`src/rtl/thfc_pkg.sv`:
```
// Package for the TCP header flag classifier: status and class codes,
// header offsets, TCP flag masks, the result record and the flag decoder.
// Self-contained; imported by tcp_header_flag_classifier.
package thfc_pkg;

  // Frame byte counter width and its saturation value.
  localparam int unsigned OFFSET_W = 11;
  localparam logic [OFFSET_W-1:0] OFFSET_CAP = 11'd2047;

  // Captured-length width: one more bit than the byte counter.
  localparam int unsigned CAPT_W = OFFSET_W + 1;

  // Fixed positions in the Ethernet and IPv4 headers.
  localparam logic [OFFSET_W-1:0] ETH_BYTES     = 11'd14;
  localparam logic [OFFSET_W-1:0] IP_PROTO_POS  = 11'd23;
  localparam logic [OFFSET_W-1:0] IP_ADDR_FIRST = 11'd26;
  localparam int unsigned IP_ADDR_BYTES = 8;

  // Minimum captured lengths for the IP length byte and the IP addresses.
  localparam logic [CAPT_W-1:0] MIN_CAPT_IHL  = 12'd15;
  localparam logic [CAPT_W-1:0] MIN_CAPT_ADDR = 12'd34;

  // Header length limits and the TCP protocol number.
  localparam logic [5:0] MIN_HDR_BYTES = 6'd20;
  localparam logic [7:0] PROTO_TCP     = 8'd6;

  // Positions inside the TCP header, relative to its first byte.
  localparam logic [3:0] TCP_PORTS_SEQ_BYTES = 4'd8;
  localparam logic [3:0] TCP_ACK_END         = 4'd12;
  localparam logic [3:0] TCP_OFFSET_POS      = 4'd12;
  localparam logic [3:0] TCP_FLAGS_POS       = 4'd13;
  localparam logic [3:0] TCP_CAPT_BYTES      = 4'd14;

  // TCP flag masks.
  localparam logic [4:0] FLAG_FIN = 5'h01;
  localparam logic [4:0] FLAG_SYN = 5'h02;
  localparam logic [4:0] FLAG_RST = 5'h04;
  localparam logic [4:0] FLAG_PSH = 5'h08;
  localparam logic [4:0] FLAG_ACK = 5'h10;

  // Number of counted flag classes.
  localparam int unsigned NUM_CLASSES = 6;

  typedef enum logic [2:0] {
    ST_OK         = 3'd0,
    ST_BAD_IP_LEN = 3'd1,
    ST_NOT_TCP    = 3'd2,
    ST_BAD_TCP_OFF = 3'd3,
    ST_ZERO_PORT  = 3'd4,
    ST_TRUNCATED  = 3'd5
  } status_t;

  typedef enum logic [2:0] {
    CLS_ACK      = 3'd0,
    CLS_PUSH_ACK = 3'd1,
    CLS_FIN_ACK  = 3'd2,
    CLS_RST_ACK  = 3'd3,
    CLS_SYN      = 3'd4,
    CLS_SYN_ACK  = 3'd5,
    CLS_OTHER    = 3'd6
  } flag_class_t;

  // One result word.
  typedef struct packed {
    flag_class_t flag_class;
    status_t     status;
    logic [31:0] class_count;
    logic [31:0] packet_number;
    logic [31:0] acknowledge_number;
    logic [31:0] sequence_number;
    logic [15:0] dest_port;
    logic [15:0] source_port;
    logic [31:0] dest_address;
    logic [31:0] source_address;
  } result_t;

  // Map the five low TCP flag bits onto a class; ECE, CWR and URG are ignored.
  function automatic flag_class_t classify(input logic [7:0] flags);
    flag_class_t cls;
    unique case (flags[4:0])
      FLAG_ACK:            cls = CLS_ACK;
      FLAG_PSH | FLAG_ACK: cls = CLS_PUSH_ACK;
      FLAG_FIN | FLAG_ACK: cls = CLS_FIN_ACK;
      FLAG_RST | FLAG_ACK: cls = CLS_RST_ACK;
      FLAG_SYN:            cls = CLS_SYN;
      FLAG_SYN | FLAG_ACK: cls = CLS_SYN_ACK;
      default:             cls = CLS_OTHER;
    endcase
    return cls;
  endfunction

endpackage

```
`src/rtl/tcp_header_flag_classifier.sv`:
```
// The result of the last frame byte is registered in the output register, or in the skid entry if that one is held.
// One frame byte per cycle while s_axis_tready is high; the parse registers take every accepted byte.
// The output register plus one skid entry let input continue while a result waits;
// s_axis_tready drops only when both hold a result.
// Reset (rst, synchronous): clears the parse state, output valids and class counters,
// and sets the packet counter to one.
module tcp_header_flag_classifier #(
  parameter int unsigned MAX_FRAME_BYTES = 1518
) (
  input  logic         clk,
  input  logic         rst,
  input  logic         s_axis_tvalid,
  output logic         s_axis_tready,
  input  logic [7:0]   s_axis_tdata,   // [7:0] frame_byte
  input  logic         s_axis_tlast,   // frame_last
  output logic         m_axis_tvalid,
  input  logic         m_axis_tready,
  // [31:0] source_address, [63:32] dest_address, [79:64] source_port,
  // [95:80] dest_port, [127:96] sequence_number, [159:128] acknowledge_number,
  // [191:160] packet_number, [223:192] class_count
  output logic [223:0] m_axis_tdata,
  output logic [5:0]   m_axis_tuser    // [2:0] status, [5:3] flag_class
);
  import thfc_pkg::*;

  // Parse state for the frame in progress.
  logic [OFFSET_W-1:0] byte_offset;
  logic [5:0]          ip_header_bytes;
  logic [5:0]          tcp_header_bytes;
  logic [7:0]          protocol_byte;
  logic [63:0]         addr_field;
  logic [63:0]         tcp_field;
  logic [31:0]         ack_field;
  logic [7:0]          flag_bits;
  logic [31:0]         frame_counter;
  logic [31:0]         class_counters [NUM_CLASSES];

  // Output register and skid entry.
  result_t out_word;
  logic    out_valid;
  result_t skid_word;
  logic    skid_valid;

  // Values after taking the current byte.
  logic [5:0]          ip_header_bytes_next;
  logic [5:0]          tcp_header_bytes_next;
  logic [7:0]          protocol_byte_next;
  logic [63:0]         addr_field_next;
  logic [63:0]         tcp_field_next;
  logic [31:0]         ack_field_next;
  logic [7:0]          flag_bits_next;
  logic [31:0]         frame_counter_next;
  logic [OFFSET_W-1:0] byte_offset_next;

  logic                take;
  logic [6:0]          tcp_start;
  logic [OFFSET_W-1:0] tcp_rel;
  logic                in_tcp;
  logic [CAPT_W-1:0]   capt_raw;
  logic [CAPT_W-1:0]   captured;
  logic [6:0]          tcp_start_next;
  logic [CAPT_W-1:0]   tcp_flags_end;
  logic [CAPT_W-1:0]   tcp_hdr_end;
  logic                show_ip;
  logic                show_tcp;
  logic                counted;
  logic [2:0]          cls_idx;
  logic [31:0]         cls_count;
  status_t             status;
  flag_class_t         cls;
  result_t             result;

  logic accept;
  logic push;
  logic pop;

  assign s_axis_tready = !skid_valid;
  assign accept = s_axis_tvalid && s_axis_tready;
  assign push   = accept && s_axis_tlast;
  assign pop    = out_valid && m_axis_tready;

  // Byte capture: place the incoming byte into its header field.
  always_comb begin
    take                  = (32'(byte_offset) < MAX_FRAME_BYTES);
    ip_header_bytes_next  = ip_header_bytes;
    protocol_byte_next    = protocol_byte;
    addr_field_next       = addr_field;
    tcp_field_next        = tcp_field;
    ack_field_next        = ack_field;
    tcp_header_bytes_next = tcp_header_bytes;
    flag_bits_next        = flag_bits;
    tcp_start             = 7'(ETH_BYTES) + {1'b0, ip_header_bytes};
    tcp_rel               = byte_offset - OFFSET_W'(tcp_start);
    in_tcp                = take && (ip_header_bytes >= MIN_HDR_BYTES) &&
                            (byte_offset >= OFFSET_W'(tcp_start)) &&
                            (tcp_rel < OFFSET_W'(TCP_CAPT_BYTES));
    if (take && byte_offset == ETH_BYTES) begin
      ip_header_bytes_next = {s_axis_tdata[3:0], 2'b00};
    end
    if (take && byte_offset == IP_PROTO_POS) begin
      protocol_byte_next = s_axis_tdata;
    end
    for (int i = 0; i < IP_ADDR_BYTES; i++) begin
      if (take && byte_offset == IP_ADDR_FIRST + OFFSET_W'(i)) begin
        addr_field_next[63-8*i -: 8] = s_axis_tdata;
      end
    end
    if (in_tcp) begin
      for (int i = 0; i < 8; i++) begin
        if (tcp_rel[3:0] == 4'(i)) begin
          tcp_field_next[63-8*i -: 8] = s_axis_tdata;
        end
      end
      for (int i = 0; i < 4; i++) begin
        if (tcp_rel[3:0] == TCP_PORTS_SEQ_BYTES + 4'(i)) begin
          ack_field_next[31-8*i -: 8] = s_axis_tdata;
        end
      end
      if (tcp_rel[3:0] == TCP_OFFSET_POS) begin
        tcp_header_bytes_next = {s_axis_tdata[7:4], 2'b00};
      end
      if (tcp_rel[3:0] == TCP_FLAGS_POS) begin
        flag_bits_next = s_axis_tdata;
      end
    end
  end

  // Frame checks and classification on the final byte.
  always_comb begin
    capt_raw       = {1'b0, byte_offset} + CAPT_W'(1);
    captured       = (32'(capt_raw) > MAX_FRAME_BYTES) ? CAPT_W'(MAX_FRAME_BYTES) : capt_raw;
    tcp_start_next = 7'(ETH_BYTES) + {1'b0, ip_header_bytes_next};
    tcp_flags_end  = CAPT_W'(tcp_start_next) + CAPT_W'(TCP_CAPT_BYTES) - CAPT_W'(1);
    tcp_hdr_end    = CAPT_W'(tcp_start_next) + CAPT_W'(tcp_header_bytes_next);
    status         = ST_OK;
    cls            = CLS_OTHER;
    show_ip        = 1'b0;
    show_tcp       = 1'b0;
    if (captured < MIN_CAPT_IHL) begin
      status = ST_TRUNCATED;
    end else if (ip_header_bytes_next < MIN_HDR_BYTES) begin
      status = ST_BAD_IP_LEN;
    end else begin
      show_ip = 1'b1;
      if (captured < MIN_CAPT_ADDR) begin
        status = ST_TRUNCATED;
      end else if (protocol_byte_next != PROTO_TCP) begin
        status = ST_NOT_TCP;
      end else begin
        show_tcp = 1'b1;
        if (captured < tcp_flags_end) begin
          status = ST_TRUNCATED;
        end else if (tcp_header_bytes_next < MIN_HDR_BYTES) begin
          status = ST_BAD_TCP_OFF;
        end else if (tcp_field_next[63:48] == 16'd0 || tcp_field_next[47:32] == 16'd0) begin
          status = ST_ZERO_PORT;
        end else if (captured < tcp_hdr_end) begin
          status = ST_TRUNCATED;
        end else begin
          cls = classify(flag_bits_next);
        end
      end
    end
    frame_counter_next = frame_counter + 32'(show_ip);
    counted            = (cls != CLS_OTHER);
    cls_idx            = cls;
    cls_count          = counted ? class_counters[cls_idx] + 32'd1 : 32'd0;
  end

  // Assemble the result word.
  always_comb begin
    result.status             = status;
    result.flag_class         = cls;
    result.source_address     = show_ip  ? addr_field_next[63:32] : 32'd0;
    result.dest_address       = show_ip  ? addr_field_next[31:0]  : 32'd0;
    result.source_port        = show_tcp ? tcp_field_next[63:48]  : 16'd0;
    result.dest_port          = show_tcp ? tcp_field_next[47:32]  : 16'd0;
    result.sequence_number    = show_tcp ? tcp_field_next[31:0]   : 32'd0;
    result.acknowledge_number = show_tcp ? ack_field_next         : 32'd0;
    result.packet_number      = frame_counter_next;
    result.class_count        = cls_count;
  end

  // Byte counter: saturates, returns to zero after the final byte.
  always_comb begin
    byte_offset_next = byte_offset;
    if (accept) begin
      if (s_axis_tlast) begin
        byte_offset_next = '0;
      end else if (byte_offset < OFFSET_CAP) begin
        byte_offset_next = byte_offset + OFFSET_W'(1);
      end
    end
  end

  // Parse state registers.
  always_ff @(posedge clk) begin
    if (rst) begin
      byte_offset      <= '0;
      ip_header_bytes  <= '0;
      tcp_header_bytes <= '0;
      protocol_byte    <= '0;
      addr_field       <= '0;
      tcp_field        <= '0;
      ack_field        <= '0;
      flag_bits        <= '0;
    end else begin
      byte_offset <= byte_offset_next;
      if (accept) begin
        if (s_axis_tlast) begin
          ip_header_bytes  <= '0;
          tcp_header_bytes <= '0;
          protocol_byte    <= '0;
          addr_field       <= '0;
          tcp_field        <= '0;
          ack_field        <= '0;
          flag_bits        <= '0;
        end else begin
          ip_header_bytes  <= ip_header_bytes_next;
          tcp_header_bytes <= tcp_header_bytes_next;
          protocol_byte    <= protocol_byte_next;
          addr_field       <= addr_field_next;
          tcp_field        <= tcp_field_next;
          ack_field        <= ack_field_next;
          flag_bits        <= flag_bits_next;
        end
      end
    end
  end

  // Packet and class counters, advanced at most once per finished frame.
  always_ff @(posedge clk) begin
    if (rst) begin
      frame_counter <= 32'd1;
      for (int i = 0; i < NUM_CLASSES; i++) begin
        class_counters[i] <= '0;
      end
    end else if (push) begin
      frame_counter <= frame_counter_next;
      if (counted) begin
        class_counters[cls_idx] <= cls_count;
      end
    end
  end

  // Output register with one skid entry behind it.
  always_ff @(posedge clk) begin
    if (rst) begin
      out_valid  <= 1'b0;
      skid_valid <= 1'b0;
    end else begin
      if (!out_valid || pop) begin
        out_valid  <= skid_valid || push;
        skid_valid <= skid_valid && push;
      end else if (push) begin
        skid_valid <= 1'b1;
      end
    end
  end

  always_ff @(posedge clk) begin
    if (!out_valid || pop) begin
      if (skid_valid) begin
        out_word <= skid_word;
        if (push) begin
          skid_word <= result;
        end
      end else if (push) begin
        out_word <= result;
      end
    end else if (push) begin
      skid_word <= result;
    end
  end

  assign m_axis_tvalid = out_valid;
  assign m_axis_tdata  = {out_word.class_count, out_word.packet_number,
                          out_word.acknowledge_number, out_word.sequence_number,
                          out_word.dest_port, out_word.source_port,
                          out_word.dest_address, out_word.source_address};
  assign m_axis_tuser  = {out_word.flag_class, out_word.status};

  // The skid entry only fills behind a held output word.
  a_skid_behind_out: assert property (@(posedge clk) disable iff (rst)
    skid_valid |-> out_valid)
    else $error("skid entry valid while output register empty");

  // The byte counter restarts after every final byte.
  a_offset_restart: assert property (@(posedge clk) disable iff (rst)
    push |=> byte_offset == '0)
    else $error("byte counter did not restart after final byte");

  // The packet counter advances by at most one per cycle, and only on a final byte.
  a_counter_step: assert property (@(posedge clk) disable iff (rst)
    !push |=> frame_counter == $past(frame_counter))
    else $error("packet counter moved without a finished frame");

  // A failed frame is never classified or counted.
  a_fail_unclassified: assert property (@(posedge clk) disable iff (rst)
    (m_axis_tvalid && m_axis_tuser[2:0] != ST_OK) |->
      (m_axis_tuser[5:3] == CLS_OTHER && m_axis_tdata[223:192] == 32'd0))
    else $error("failed frame carries a class or a count");

endmodule
```
`config.mk`:
```
export PLATFORM = sky130hd
export DESIGN_NAME = tcp_header_flag_classifier
export DESIGN_NICKNAME = d
export VERILOG_FILES = /design/src/rtl/thfc_pkg.sv /design/src/rtl/tcp_header_flag_classifier.sv
export SDC_FILE = /design/constraint.sdc
export NUM_CORES = 2
export LEC_CHECK = 0
export ABC_CLOCK_PERIOD_IN_PS = 14700
export BUFFER_PORTS_ARGS = -buffer_cell sky130_fd_sc_hd__buf_4
export CAP_MARGIN = 0
export CORE_ASPECT_RATIO = 0.6
export CORE_MARGIN = 4
export CORE_UTILIZATION = 30
export CTS_CLUSTER_DIAMETER = 100
export DETAILED_ROUTE_END_ITERATION = 12
export PLACE_DENSITY = 0.55
export SYNTH_ARGS = -nofsm -noshare
export SYNTH_HDL_FRONTEND = slang
export SYNTH_SLANG_ARGS = --single-unit
export TNS_END_PERCENT = 10
```
`constraint.sdc`:
```
create_clock -name clk -period 14.7 [get_ports clk]
set_input_delay 3.675 -clock clk [delete_from_list [all_inputs] [get_ports clk]]
set_output_delay 3.675 -clock clk [all_outputs]
set_load 0.01 [all_outputs]
```
==> metrics.md <==
| Metric | Value |
|---|---|
| Status | completed |
| Slowest cell on the critical path | xnor2_1 |
| Buffer count from post-CTS setup fixing | 0 |
| Setup WS post-layout | 3030 ps |
| Psw | 1.27 mW |
| RSZ-0062 raised after global routing | false |
| Synth-to-layout area growth | 16.6% |
| Pins Over Slew Limit | 0 |
| Period utilization | 79.4% |
| Power Density | 113 nW/µm² |
| Longest Clk Path Bufs | 3 |
| Via count | 30900 |
| Setup CP Type | in -> reg |
| Top-count cell post-synth | edfxtp_1 |
| Max VDD drop | 73.2 µV |
| Comb power frac | 4.2% |
| Resize count post-CTS | 0 |
| Fin crit period | 11670 ps |
| Port bufs | 244 |
| Register bit total from synthesis | 927 |
| Area of the multi-input gates | 15900 µm² |
| Drt wl/cell | 23.3 µm |
| Number of synthesized flops with an enable pin | 697 |
| Cell Area, Synth | 42300 µm² |
| Part of the power in the clock network | 44.0% |
| Die Ht | 299 µm |
| Fin nets | 3981 |
| Final non-filler cell total | 5902 |
| Initial DRC count | 3448 |
| Post-Syn Area per Cell | 11.3 µm² |
| Total negative setup slack | 0 ps |
| Hold Path Class | reg -> reg |
| CP Launch Type | input pin |
| Fin util | 35.3% |
| Top cell type's share of synthesized area | 49.4% |
| Die Width | 493 µm |
| Post-Syn Instances | 3759 |
| Critical Path End Type | register |
| DP Cell Count | 5723 |
| Grt total ovfl | 0 |
| Root Buffer | clkbuf_16 |
| Yosys cell types | 100 |
| Pint | 4.30 mW |
| TritonCTS buffer count | 93 |
| Initial antenna violation count | 8 |
| Die area | 147000 µm² |
| Async set or reset register ratio after synthesis | 0% |
| # hold bufs at CTS | 0 |
| Relative slew margins | 11.3% |
| Max cap viols | 0 |
| R2r startpoint | byte_offset[0] |
| Vias in the first global route | 29200 |
| Share of cells above drive strength 1 | 14.9% |
| Initial Util | 30.3% |
| Arrival time worst endpoint | 12040 ps |
| Worst Max-Slew Pin Slew | 1320 ps |
| Fill cells | 13900 |
| H-tree level count | 3 |
| WL final | 137000 µm |
| Reg-to-reg slack, setup | 3830 ps |
| Total Routing Usage GR | 18.0% |
| Switching Fraction | 22.9% |
| Main flop type after synthesis | edfxtp_1 |
| Area leader, netlist | edfxtp_1 |
| First-pass GRT wire length | 201000 µm |
| Reg clk slew, reported paths | 60 ps |
| Core box area | 140000 µm² |
| Yosys warns | 0 |
| Flop pwr share | 51.8% |
| Reg2Reg Depth | 27 |
| Reg2reg end | class_counters[7][7] |
| Post-DP HPWL | 87300 µm |
| Register area | 25500 µm² |
| DRT Pass-1 Iters | 6 |
| Worst setup path end | class_counters[7][7] |
| Num rows | 106 |
| Required @ worst endpoint | 15070 ps |
| Clk Latency, worst-skew pair | 710 ps |
| Worst path max stage delay | 730 ps |
| Routability cong. | 0.906 |
| Final Hold Viols | 0 |
| CTS sink count | 927 |
| Pin count of the biggest net entering global routing | 222 |
| Vias per inst | 5.24 |
| CTS tree | done |
| Final ANT Viol Nets | 0 |
| Commonest cells in the netlist | edfxtp_1 (697), nor2_1 (685), nand2_1 (335) |
| Max FO, Critical Path | 20 |
| Ranking of synthesized cells by area | edfxtp_1 (49%), dfxtp_1 (11%), nor2_1 (6.1%) |
| # IOs | 245 |
| Final Setup Violations | 0 |
| Worst Setup SP | s_axis_tdata[0] |
| Residual DRC | 0 |
| P_leak | 16.7 nW |
| Setup Skew | 49.0 ps |
| DP Worst Slack | 2630 ps |
| Post-synthesis sequential area ratio | 60.3% |
| FMAX | 85.7 MHz |
==> worst min path at each step <==
stage,from,end,slack [ps],cells past startpoint
2_1_floorplan,tcp_header_bytes[0],tcp_header_bytes[0],420,1
3_3_place_gp,tcp_header_bytes[0],tcp_header_bytes[0],440,1
3_5_place_dp,tcp_header_bytes[0],tcp_header_bytes[0],450,1
4_1_cts,tcp_header_bytes[0],tcp_header_bytes[0],460,1
5_1_grt,tcp_header_bytes[0],tcp_header_bytes[0],510,1
6_report,tcp_header_bytes[0],tcp_header_bytes[0],460,1
==> flip-flops by register name, indices dropped and copies added (netlist names), 8 cells and up <==
register / cells
addr_field: 64
m_axis_tdata: 224
protocol_byte: 8
skid_word: 230
tcp_field: 64
frame_counter: 32
class_counters: 237
byte_offset: 11
ack_field: 32
==> metal layers <==
| metal | wire length, µm | track usage [%] | vias to the layer above | share of wire [%] |
|---|---|---|---|---|
| met1 | 67300 | 27.9 | 15200 | 49 |
| met3 | 13600 | 5.51 | 187 | 9.9 |
| met2 | 53300 | 24.0 | 1332 | 39 |
| met5 | 0 | 0 | - | 0 |
| li1 | - | - | 14200 | - |
| met4 | 3040 | 4.59 | 0 | 2.2 |
==> cell type report <==
type                    instances  area share (%)
flip-flops and latches        927            51.8
well taps                    1890            4.79
inverters                      50           0.380
clock inverters                45            1.06
repair buffers                300            4.66
clock buffers                 128            5.11
multi-input cells            2556            32.2
diodes                          6          0.0304
==> power groups by stage <==
stage	clock network (mW)	registers (mW)	logic, mW
2_1_floorplan	0	2.95	0.108
3_3_place_gp	0	2.94	0.235
3_5_place_dp	0	2.94	0.235
4_1_cts	2.52	2.89	0.235
5_1_grt	2.62	2.89	0.251
6_report	2.46	2.89	0.235
==> worst max-delay path: cells and delay by family <==
family / cells / cell delay (ps)
adder cells (fa/ha/maj): 3 / 960
XOR/XNOR: 2 / 940
AND/OR/NAND/NOR: 4 / 1660
AO/OA/AOI/OAI: 13 / 3910
buffers and inverters: 4 / 860
==> through the flow <==
| step | total power, mW | instance area (µm²) | hold WS, ps |
|---|---|---|---|
| 6_report | 5.58 | 49300 | 463 |
| 3_5_place_dp | 3.18 | 46300 | 447 |
| 5_1_grt | 5.76 | 49300 | 510 |
| 4_1_cts | 5.64 | 49300 | 462 |
| 2_1_floorplan | 3.06 | 42500 | 421 |
| 3_3_place_gp | 3.18 | 46300 | 442 |
==> kinds of logic after synthesis <==
kind of cell | after synthesis | share of synthesized area, %
compound gates | 718 | 12.1
buf+inv | 320 | 3.03
mux | 242 | 5.89
simple gates | 1395 | 14.8
flops | 927 | 60.3
other cells | 2 | 0.0177
fa+ha+maj | 40 | 1.22
xor+xnor | 115 | 2.61
==> cells in the final DEF (no fill, tap or decap), types with 46 or more instances in the layout <==
master     synthesis  layout
edfxtp_1         697     697
nor2_1           685     681
nand2_1          335     333
buf_4              8     295
dfxtp_1          230     229
mux2i_1          187     185
o31ai_1          169     169
a22oi_1          161     161
clkbuf_16          0      94
o21ai_0           82      81
nor3_1            78      74
a21oi_1           74      74
xor2_1            63      63
nand3_1           59      57
mux2_2            54      54
inv_1             50      49
conb_1             2      46
Note: power is estimated with default switching activity, not from simulation.
